## src/hw/rtl/signature_hash_learn_monitor_set_assert.svh

```systemverilog
// Assertion macros used by the signature hash set table engine.
`ifndef SIGNATURE_HASH_LEARN_MONITOR_SET_ASSERT_SVH
`define SIGNATURE_HASH_LEARN_MONITOR_SET_ASSERT_SVH

`ifndef SYNTHESIS
// Check a property on every clock edge outside reset.
`define SHLMS_ASSERT(lbl, prop) \
  lbl: assert property (@(posedge clk_i) disable iff (!rst_ni) prop) \
    else $error("signature hash set assertion failed");
// Check that a condition never occurs.
`define SHLMS_ASSERT_NEVER(lbl, expr) `SHLMS_ASSERT(lbl, !(expr))
`else
`define SHLMS_ASSERT(lbl, prop)
`define SHLMS_ASSERT_NEVER(lbl, expr)
`endif

`endif

```

## src/hw/rtl/shlms_pkg.sv

```systemverilog
// Package with types, constants and the hash step of the signature hash set.
`timescale 1ns / 1ps

package shlms_pkg;

  localparam int unsigned TABLE_ENTRIES_DEF = 1024;
  localparam int unsigned SAMPLE_BYTES_DEF  = 32;
  localparam int unsigned QUEUE_DEPTH       = 2;
  localparam int unsigned FILL_W            = 11;

  // FNV-1a 64-bit offset basis; the prime is 2^40 + 0x1B3
  localparam logic [63:0] HASH_BASIS    = 64'hCBF29CE484222325;
  localparam logic [63:0] HASH_PRIME_LO = 64'h00000000000001B3;
  localparam int unsigned PRIME_SHIFT   = 40;

  typedef struct packed {
    logic               mode;
    logic signed [31:0] fd;
    logic signed [63:0] pos;
    logic [63:0]        count;
    logic [5:0]         sample_len;
    logic [63:0]        data_word0;
    logic [63:0]        data_word1;
    logic [63:0]        data_word2;
    logic [63:0]        data_word3;
  } shlms_in_t;

  typedef struct packed {
    logic [63:0]       signature;
    logic              found;
    logic              report_unknown;
    logic              inserted;
    logic              table_full;
    logic [FILL_W-1:0] fill_count;
  } shlms_out_t;

  // Entry of the queue between hash front and table engine
  typedef struct packed {
    logic        clr;
    logic [63:0] sig;
  } shlms_qent_t;

  // One hash step: xor the operand in, multiply by the prime mod 2^64
  function automatic logic [63:0] shlms_mix(input logic [63:0] h, input logic [63:0] v);
    logic [63:0] x;
    x = h ^ v;
    return (x << PRIME_SHIFT) + 64'(x * HASH_PRIME_LO);
  endfunction

endpackage

```

## src/hw/rtl/shlms_fifo.sv

```systemverilog
// Short queue between the hash front end and the table engine.
`timescale 1ns / 1ps

module shlms_fifo (
  input  logic                   clk_i,
  input  logic                   rst_ni,
  input  logic                   push_i,
  input  shlms_pkg::shlms_qent_t push_ent_i,
  output logic                   full_o,
  input  logic                   pop_i,
  output logic                   empty_o,
  output shlms_pkg::shlms_qent_t pop_ent_o
);
  import shlms_pkg::*;

  localparam int unsigned PTR_W = (QUEUE_DEPTH > 1) ? $clog2(QUEUE_DEPTH) : 1;
  localparam int unsigned CNT_W = $clog2(QUEUE_DEPTH + 1);
  localparam logic [PTR_W-1:0] LAST_PTR = PTR_W'(QUEUE_DEPTH - 1);
  localparam logic [CNT_W-1:0] DEPTH_C  = CNT_W'(QUEUE_DEPTH);

  shlms_qent_t      slots_q [QUEUE_DEPTH];
  logic [PTR_W-1:0] wr_ptr_q, rd_ptr_q;
  logic [CNT_W-1:0] cnt_q;
  logic             do_push, do_pop;

  assign full_o    = (cnt_q == DEPTH_C);
  assign empty_o   = (cnt_q == '0);
  assign do_push   = push_i && !full_o;
  assign do_pop    = pop_i && !empty_o;
  assign pop_ent_o = slots_q[rd_ptr_q];

  // Advance pointers and the occupancy count
  always_ff @(posedge clk_i or negedge rst_ni) begin
    if (!rst_ni) begin
      wr_ptr_q <= '0;
      rd_ptr_q <= '0;
      cnt_q    <= '0;
    end else begin
      if (do_push) begin
        wr_ptr_q <= (wr_ptr_q == LAST_PTR) ? '0 : wr_ptr_q + 1'b1;
      end
      if (do_pop) begin
        rd_ptr_q <= (rd_ptr_q == LAST_PTR) ? '0 : rd_ptr_q + 1'b1;
      end
      if (do_push && !do_pop) begin
        cnt_q <= cnt_q + 1'b1;
      end else if (do_pop && !do_push) begin
        cnt_q <= cnt_q - 1'b1;
      end
    end
  end

  // Store the pushed item
  always_ff @(posedge clk_i) begin
    if (do_push) begin
      slots_q[wr_ptr_q] <= push_ent_i;
    end
  end

endmodule

```

## config.mk

```make
export PLATFORM = sky130hd
export DESIGN_NAME = shlms_fifo
export DESIGN_NICKNAME = d
export VERILOG_FILES = /design/src/hw/rtl/signature_hash_learn_monitor_set_assert.svh /design/src/hw/rtl/shlms_pkg.sv /design/src/hw/rtl/shlms_fifo.sv
export SDC_FILE = /design/constraint.sdc
export NUM_CORES = 1
export LEC_CHECK = 0
export BUFFER_PORTS_ARGS = -buffer_cell sky130_fd_sc_hd__buf_4
export CAP_MARGIN = 5
export CORE_MARGIN = 2
export CORE_UTILIZATION = 55
export CTS_CLUSTER_DIAMETER = 60
export DETAILED_ROUTE_END_ITERATION = 7
export PLACE_DENSITY = 0.83
export SLEW_MARGIN = 20
export SYNTH_ARGS = -nofsm -noshare
export SYNTH_HDL_FRONTEND = slang
export SYNTH_SLANG_ARGS = --single-unit
```

## constraint.sdc

```tcl
create_clock -name clk_i -period 9.5 [get_ports clk_i]
set_input_delay 0.475 -clock clk_i [delete_from_list [all_inputs] [get_ports clk_i]]
set_output_delay 0.475 -clock clk_i [all_outputs]
set_load 0.01 [all_outputs]
```

==> flow_summary.ini <==
[global_routing]
grt_usage_pct = 18.1
grt.overflow.total = 0
grt_pass1_wl_um = 13200
grt_pass1_vias = 2616
grt_max_degree = 67
antenna_found_initial = 0

[routing]
routed-via-count = 2489
drt_drc_violations_left = 0
firstDrtPassIters = 4
wirelength_um = 8620
routedWlPerCell_um = 17.5
drt_iter0_drc = 118
vias_per_cell = 5.05
ant_nets = 0

[timing]
hold_violations = 0
timing.hold.ws_ps = 159
fin_tns_setup_ps = 0
fin_ws_ps = 6870
fmax_mhz = 381
drv_slew = 0
period_minus_slack_ps = 2630
tightest_slew_ps = 759
fin_skew_ps = 9.77
max_slew_margin_pct = 49.3
finalCritPeriodShare_pct = 27.7
setup_viol = 0
rsz0062_at_grt = false

[pwr]
p_int_mw = 1.61
p_per_area_nw_per_um2 = 323
vdd_drop_max_v = 0.000188
p_leak_nw = 2.69
switching_share_pct = 26.7
pwr-share-comb_pct = 30.0
power_frac_seq_pct = 40.2
pwr-share-clk_pct = 29.8
switchingPower_uw = 585

[yosys]
synthCells = 221
synth_xor_area_share_pct = 0.867
syn-num-nets = 291
yosys_warnings = 0
synth-seq-cells = 134
yosys.area_share.adder_pct = 0.248
synthesis.area_um2 = 5050
yosys.area_share.simple_pct = 0.545
synth.distinct_cells = 15
muxShareOfSynthArea_pct = 17.5
postSynthAreaPerCell_um2 = 22.8
synth_top_family_by_area = multiplexers
synth-compound-area-share_pct = 0.0991
yosysSeqAreaShare_pct = 79.3

[hold_path]
hold_start = push_ent_i[40]
hold_class = primary input to register

[job]
cap_violations = 0

[placement]
place_congestion = 0.680
io_buffers = 135
dp_hpwl_um = 5400
placed_cells = 459
dp_slack_ps = 7170

[critical_path]
r2r-start = cnt_q[0]$_DFFE_PN0P_
crit_start = rd_ptr_q$_DFFE_PN0P_
crit_fanout = 34
cp_data_required_time_ps = 9030
path_class = register to output port
critPathCaptureType = output port
start_kind = register
crit_arrival_ps = 2150

[finish]
diodes = 0
nNetsFinal = 442
area_growth_pct = 34.5
drive_gt1_share_pct = 61.0
finalNonFillerCells = 493
utilization_pct = 77.1

[die]
rows = 34
start_util_pct = 57.3
dieArea_um2 = 9960
die_h_um = 99.8
die_width_um = 99.8
core_area_um2 = 8810
io-pin-count = 136

[clocking]
cts_tree = done
clockBufferDepth = 2
htreeDepth = 4
clk_pin_slew_worst_paths_ps = 60
clock_sinks = 134
cts_buffers = 17
postCtsSetupRepairBufs = 0
root_buffer = clkbuf_8
clock_latency_ps = 500

[outcome]
outcome = completed
==> repair_timing <==
action,CTS,global route
hold buffers,1,0
gates resized for setup,0,0
endpoints found under the hold margin,4,0
setup endpoints to repair,0,0
==> state kept, by name, indices dropped and copies added, names as in the netlist <==
register,flops
rd_ptr_q,1
cnt_q,2
slots_q,130
wr_ptr_q,1
==> logic make-up (layout without fill, tap and decap cells) <==
family,after synthesis,after routing
DFF,134,134
muxes,65,65
buffers and inverters,9,173
and+or+nand+nor,6,6
xor gates and xnor gates,5,5
adders and majority gates,1,1
AOI/OAI and AO/OA,1,1
==> layer usage <==
metal | part of all wire (%) | GRT usage, % | vias up | wire (um)
met3 | 7.2 | 6.96 | 4 | 623
met2 | 49 | 29.0 | 101 | 4250
met5 | 0 | 0 | - | 0
li1 | - | - | 1171 | -
met1 | 43 | 23.0 | 1213 | 3700
met4 | 0.64 | 5.90 | 0 | 55
==> stage by stage <==
step	instance area (um2)	power (mW)
finish	6790	2.19
CTS	6770	2.21
detailed placement	6160	1.56
global route	6790	2.29
floorplan	5050	1.29
global placement	6160	1.54
==> path summary, 6_finish.rpt <==
kind / to / slack (ps) / cells past startpoint
setup reg to reg: slots_q[0][16]$_DFFE_PP_ / 7190 / 4
hold / removal: slots_q[1][40]$_DFFE_PP_ / 160 / 1
hold reg to reg: cnt_q[1]$_DFFE_PN0P_ / 530 / 1
min in group asynchronous: cnt_q[0]$_DFFE_PN0P_ / 350 / 2
max in group asynchronous: rd_ptr_q$_DFFE_PN0P_ / 9030 / 2
setup / recovery: pop_ent_o[47] / 6870 / 3
==> layout by cell type (no fill, tap or decap), types with 2 or more instances in the layout <==
cell / n
xnor2_1: 3
bufinv_16: 4
dfrtp_1: 3
xor2_1: 2
mux2_2: 25
clkbuf_1: 2
clkinv_4: 2
mux2_4: 40
buf_4: 137
edfxtp_1: 130
nor2_1: 2
clkinvlp_4: 4
clkbuf_16: 16
clkinv_2: 2
inv_1: 2
==> cell usage after synthesis <==
master | instances | area (um2)
and3_1 | 1 | 6.26
buf_2 | 2 | 10.0
buf_6 | 5 | 56.3
dfrtp_1 | 4 | 100
edfxtp_1 | 130 | 3900
ha_1 | 1 | 12.5
inv_1 | 2 | 7.51
mux2_2 | 25 | 282
mux2_4 | 40 | 601
nand2_1 | 1 | 3.75
nand2b_1 | 1 | 6.26
nor2_1 | 3 | 11.3
o21ai_0 | 1 | 5.00
xnor2_1 | 3 | 26.3
xor2_1 | 2 | 17.5
==> critical path: stages, from the launching register on <==
cell and delay [ps]:
dfrtp_4 790, buf_12 320, mux2_2 390, buf_4 150
==> final cells by class <==
cell class,instances,area [um2]
clock buffer,19,422
clock inverter,13,181
fill,502,2010
inverter,2,7.51
multi-input combinational,78,980
sequential,134,4010
tap,108,135
timing repair buffer,139,1060
==> power groups by stage <==
stage	logic [mW]	registers [mW]	clock network, mW
detailed placement	0.627	0.929	0
global route	0.702	0.898	0.690
global placement	0.618	0.920	0
CTS	0.631	0.918	0.663
finish	0.657	0.882	0.653
floorplan	0.430	0.857	0
Power figures use the tool's default switching activity.
