===== config.mk =====
export PLATFORM = sky130hd
export DESIGN_NAME = shlms_hash
export DESIGN_NICKNAME = d
export VERILOG_FILES = /design/src/hw/rtl/signature_hash_learn_monitor_set_assert.svh /design/src/hw/rtl/shlms_pkg.sv /design/src/hw/rtl/shlms_hash.sv
export SDC_FILE = /design/constraint.sdc
export NUM_CORES = 1
export LEC_CHECK = 0
export BUFFER_PORTS_ARGS = -buffer_cell sky130_fd_sc_hd__buf_4
export CAP_MARGIN = 20
export CORE_MARGIN = 1
export CORE_UTILIZATION = 39
export DETAILED_ROUTE_END_ITERATION = 10
export MAX_ROUTING_LAYER = met4
export SLEW_MARGIN = 0
export SYNTH_ARGS = -nofsm -noshare
export SYNTH_HDL_FRONTEND = slang
export SYNTH_SLANG_ARGS = --single-unit

===== constraint.sdc =====
create_clock -name clk_i -period 11.9 [get_ports clk_i]
set_input_delay 1.19 -clock clk_i [delete_from_list [all_inputs] [get_ports clk_i]]
set_output_delay 1.19 -clock clk_i [all_outputs]
set_load 0.01 [all_outputs]

===== src/hw/rtl/signature_hash_learn_monitor_set_assert.svh =====
// Assertion macros used by the signature hash set table engine.
`ifndef SIGNATURE_HASH_LEARN_MONITOR_SET_ASSERT_SVH
`define SIGNATURE_HASH_LEARN_MONITOR_SET_ASSERT_SVH

`ifndef SYNTHESIS
// Check a property on every clock edge outside reset.
`define SHLMS_ASSERT(lbl, prop) \
  lbl: assert property (@(posedge clk_i) disable iff (!rst_ni) prop) \
    else $error("signature hash set assertion failed");
// Check that a condition never occurs.
`define SHLMS_ASSERT_NEVER(lbl, expr) `SHLMS_ASSERT(lbl, !(expr))
`else
`define SHLMS_ASSERT(lbl, prop)
`define SHLMS_ASSERT_NEVER(lbl, expr)
`endif

`endif


===== src/hw/rtl/shlms_pkg.sv =====
// Package with types, constants and the hash step of the signature hash set.
`timescale 1ns / 1ps

package shlms_pkg;

  localparam int unsigned TABLE_ENTRIES_DEF = 1024;
  localparam int unsigned SAMPLE_BYTES_DEF  = 32;
  localparam int unsigned QUEUE_DEPTH       = 2;
  localparam int unsigned FILL_W            = 11;

  // FNV-1a 64-bit offset basis; the prime is 2^40 + 0x1B3
  localparam logic [63:0] HASH_BASIS    = 64'hCBF29CE484222325;
  localparam logic [63:0] HASH_PRIME_LO = 64'h00000000000001B3;
  localparam int unsigned PRIME_SHIFT   = 40;

  typedef struct packed {
    logic               mode;
    logic signed [31:0] fd;
    logic signed [63:0] pos;
    logic [63:0]        count;
    logic [5:0]         sample_len;
    logic [63:0]        data_word0;
    logic [63:0]        data_word1;
    logic [63:0]        data_word2;
    logic [63:0]        data_word3;
  } shlms_in_t;

  typedef struct packed {
    logic [63:0]       signature;
    logic              found;
    logic              report_unknown;
    logic              inserted;
    logic              table_full;
    logic [FILL_W-1:0] fill_count;
  } shlms_out_t;

  // Entry of the queue between hash front and table engine
  typedef struct packed {
    logic        clr;
    logic [63:0] sig;
  } shlms_qent_t;

  // One hash step: xor the operand in, multiply by the prime mod 2^64
  function automatic logic [63:0] shlms_mix(input logic [63:0] h, input logic [63:0] v);
    logic [63:0] x;
    x = h ^ v;
    return (x << PRIME_SHIFT) + 64'(x * HASH_PRIME_LO);
  endfunction

endpackage


===== src/hw/rtl/shlms_hash.sv =====
// Front end: accepts items, classifies them and forms the 64-bit signature.
`timescale 1ns / 1ps

module shlms_hash #(
  parameter int unsigned SAMPLE_BYTES = shlms_pkg::SAMPLE_BYTES_DEF
) (
  input  logic                   clk_i,
  input  logic                   rst_ni,
  input  logic                   init_busy_i,
  input  logic                   in_valid_i,
  output logic                   in_ready_o,
  input  shlms_pkg::shlms_in_t   in_item_i,
  output logic                   push_o,
  output shlms_pkg::shlms_qent_t push_ent_o,
  input  logic                   push_full_i
);
  import shlms_pkg::*;

  localparam int unsigned DATA_W  = SAMPLE_BYTES * 8;
  localparam int unsigned BI_W    = (SAMPLE_BYTES > 1) ? $clog2(SAMPLE_BYTES) : 1;
  localparam logic [5:0]  LEN_MAX = 6'(SAMPLE_BYTES);

  typedef enum logic [2:0] {
    F_IDLE = 3'b001,
    F_MIX  = 3'b010,
    F_PUSH = 3'b100
  } hash_state_e;

  hash_state_e       state_q, state_d;
  logic [63:0]       h_q, h_d;
  logic [5:0]        step_q, step_d;
  logic [5:0]        len_q, len_d;
  logic              clr_q, clr_d;
  logic [63:0]       fd_q, pos_q, cnt_q;
  logic [DATA_W-1:0] data_q;
  logic [255:0]      words;
  logic [BI_W-1:0]   bidx;
  logic [63:0]       operand;
  logic              in_accept;

  assign in_ready_o = (state_q == F_IDLE) && !init_busy_i;
  assign in_accept  = in_valid_i && in_ready_o;
  assign words      = {in_item_i.data_word3, in_item_i.data_word2,
                       in_item_i.data_word1, in_item_i.data_word0};

  // Pick the operand of this step: descriptor words, then sample bytes
  assign bidx = BI_W'(step_q - 6'd3);
  always_comb begin
    case (step_q)
      6'd0:    operand = fd_q;
      6'd1:    operand = pos_q;
      6'd2:    operand = cnt_q;
      default: operand = {56'd0, data_q[bidx*8 +: 8]};
    endcase
  end

  // Sequence accept, one mix per cycle, hand-off to the queue
  always_comb begin
    state_d = state_q;
    h_d     = h_q;
    step_d  = step_q;
    len_d   = len_q;
    clr_d   = clr_q;
    case (state_q)
      F_IDLE: begin
        if (in_accept) begin
          if (in_item_i.mode) begin
            clr_d   = 1'b1;
            h_d     = '0;
            state_d = F_PUSH;
          end else begin
            clr_d   = 1'b0;
            h_d     = HASH_BASIS;
            step_d  = '0;
            len_d   = (in_item_i.sample_len > LEN_MAX) ? LEN_MAX : in_item_i.sample_len;
            state_d = F_MIX;
          end
        end
      end
      F_MIX: begin
        h_d = shlms_mix(h_q, operand);
        if (step_q == 6'd2 + len_q) begin
          state_d = F_PUSH;
        end else begin
          step_d = step_q + 6'd1;
        end
      end
      F_PUSH: begin
        if (!push_full_i) begin
          state_d = F_IDLE;
        end
      end
      default: state_d = F_IDLE;
    endcase
  end

  always_ff @(posedge clk_i or negedge rst_ni) begin
    if (!rst_ni) begin
      state_q <= F_IDLE;
      step_q  <= '0;
      len_q   <= '0;
      clr_q   <= 1'b0;
    end else begin
      state_q <= state_d;
      step_q  <= step_d;
      len_q   <= len_d;
      clr_q   <= clr_d;
    end
  end

  // Capture the item payload and the running hash
  always_ff @(posedge clk_i) begin
    h_q <= h_d;
    if (in_accept) begin
      fd_q   <= {{32{in_item_i.fd[31]}}, in_item_i.fd};
      pos_q  <= in_item_i.pos;
      cnt_q  <= in_item_i.count;
      data_q <= words[DATA_W-1:0];
    end
  end

  assign push_o         = (state_q == F_PUSH);
  assign push_ent_o.clr = clr_q;
  assign push_ent_o.sig = h_q;

endmodule


==> reports/results.ini <==
[outcome]
status = complete, no violations

[timing]
hold_violations = 0
slew_viol_final = 0
skew_ns = 0.0542
worst_pin_slew_ns = 0.968
fin_crit_ns = 8.91
fmax_mhz = 112
setup_violations = 0
max_slew_margin_pct = 35.5
rsz0062_at_grt = no
fin_crit_sh_pct = 74.9
fin_tns_setup_ns = 0

[floorplan]
fp.coreArea_sq_mm = 0.0775
start_util_pct = 39.5
fp.dieH_um = 282
ios = 495
die_w_um = 282
die-area_sq_mm = 0.0795
num_rows = 102

[worst_setup_path]
crit_type = flop to flop
startpoint_type = flop
crit_family = adder cells
path_buf_inv = 5
critPathMaxStageDelay_ns = 0.95
cp.arrival_ns = 9.25
endpoint_kind = flop
reg2reg_to = h_q[32]
cpMaxStageDelayCell = ha_4
cp_max_fo = 65
r2r_start = step_q[0]
r2r_cells = 27
r2r_slack_ns = 2.99
required_ns = 12.23
cpMostUsedCell = inv_1

[synth]
yosysUniqueCellTypes = 71
async_reset_ff_share_pct = 3.23
synth_ff_type = edfxtp_1
syn_area_sq_mm = 0.0306
synth_nets = 3071
synth_area_leader_cell = edfxtp_1
synth_edf_count = 480
yosysTopAreaCellShare_pct = 47.2
ys_ff_latch = 496
ys_warn_count = 0
syn_avg_cell_area_sq_um = 13.7
yosys-top-cells-area = edfxtp_1 (47%), fa_1 (15%), ha_1 (7.7%), mux4_2 (5.7%), inv_1 (5.1%)
synthCells = 2226
yosysSeqAreaShare_pct = 48.5

[cts]
htreeDepth = 2
clk_pin_slew_ns = 0.06
cts-root-buf = clkbuf_16
cts_hold_buffers = 0
cts_tree = yes
cts_buffers = 55
cts_setup_buffers = 0
clk_path_buf_depth = 3
cts.sinks = 496
clock_latency_ns = 0.65
ctsResizeCount = 0

[drt]
drc = 0
ant_nets = 0
avgRoutedWirePerCell_um = 22.7
wirelength_um = 86800
vias = 19100
viasPerCell = 4.99
drt-initial-drc-count = 1150
drt_pass1_iterations = 8

[cells_and_area]
layout-drive-gt1-share_pct = 25.3
fill_cells = 6831
layout_commonest_cell = buf_4
area_growth_pct = 21.8
finalInstanceArea_sq_mm = 0.0372
nets = 3574
layout_common_cells = buf_4 (510), edfxtp_1 (480), inv_1 (414)
multi_input_area_sq_mm = 0.0139
seqCellArea_sq_mm = 0.0148

[global_routing]
antenna_found_initial = 8
grt_max_degree = 173
grt.total_usage_pct = 22.9
gr-total-overflow = 0
grt_pass1_vias = 21000
grt_pass1_wl_um = 129000

[placed_design]
hpwlAfterDp_um = 69800
placed_cell_area_sq_mm = 0.0355
portBuffers = 494
globalplace.congestion = 0.902

[run]
maxCapViolCount = 0

[hold_path]
hp-class = primary input to async pin

==> logic make-up (layout without fill, tap and decap cells) <==
group                      after synthesis  count (layout)  share of synthesized area (%)
DFF                                    496             496                           48.5
buffers and inverters                  482            1030                           6.12
adders and majority gates              418             418                           22.7
AOI/OAI and AO/OA                      324             324                           7.44
and+or+nand+nor                        234             234                           3.75
xor gates and xnor gates               183             183                           5.27
muxes                                   89              89                           6.24
other                                    0               8                              0
==> routing by layer <==
layer	part of all wire, %	GRT usage, %
met3	7.3	5.63
met4	3.4	8.15
met1	39	27.1
met2	50	37.7
met5	0	-
==> per-stage QoR <==
step | util (%) | setup slack [ns] | cells | hold slack (ns)
floorplan | - | 0.909 | 2226 | 0.447
global placement | 45.8 | 3.07 | 3712 | 0.476
detailed placement | 45.8 | 2.94 | 3712 | 0.468
CTS | 48.0 | 2.88 | 3814 | 0.352
global route | 48.0 | 2.41 | 3822 | 0.383
finish | 48.0 | 2.99 | 3822 | 0.397
==> cell usage after synthesis, types with 6 or more instances <==
cell type	count
clkbuf_1	39
a31oi_1	7
xnor2_1	135
edfxtp_1	480
xor2_1	47
o21bai_1	8
nor2_1	54
buf_6	6
a222oi_1	31
and2_1	12
a221oi_1	33
o21a_1	6
a21oi_1	69
nand2b_1	9
and3_1	14
buf_1	8
nand3b_1	6
mux4_2	77
a211oi_1	10
a21o_1	49
nand4_1	12
buf_2	11
dfrtp_1	15
o21ai_0	64
ha_1	189
nor3_1	17
nand2_1	69
fa_1	228
o21ai_1	10
inv_1	415
nand3_1	16
==> flip-flops by register name (all words and copies together), names as in the netlist, 3 cells and up <==
name / flops
cnt_q: 64
data_q: 256
fd_q: 32
h_q: 64
len_q: 6
pos_q: 64
state_q: 3
step_q: 6
==> how the worst max path moves through the flow <==
stage	start	endpoint	cells past startpoint	slack (ns)
6_report	step_q[0]	h_q[32]	27	2.99
4_1_cts	step_q[0]	h_q[32]	27	2.88
2_1_floorplan	init_busy_i	state_q[2]	6	0.91
3_3_place_gp	step_q[0]	h_q[32]	27	3.07
3_5_place_dp	step_q[0]	h_q[32]	27	2.94
5_1_grt	step_q[0]	h_q[32]	27	2.41
==> cell type report <==
cell class	instances	area share (%)
Sequential cell	496	39.8
Multi-Input combinational cell	1248	37.4
Timing Repair Buffer	511	10.3
Inverter	417	4.23
Clock buffer	67	3.82
Tap cell	1040	3.50
Clock inverter	35	0.864
Antenna cell	8	0.0538
Power is not shown: default switching activity piles up to over one toggle a cycle in this logic, so the estimate is an artifact.
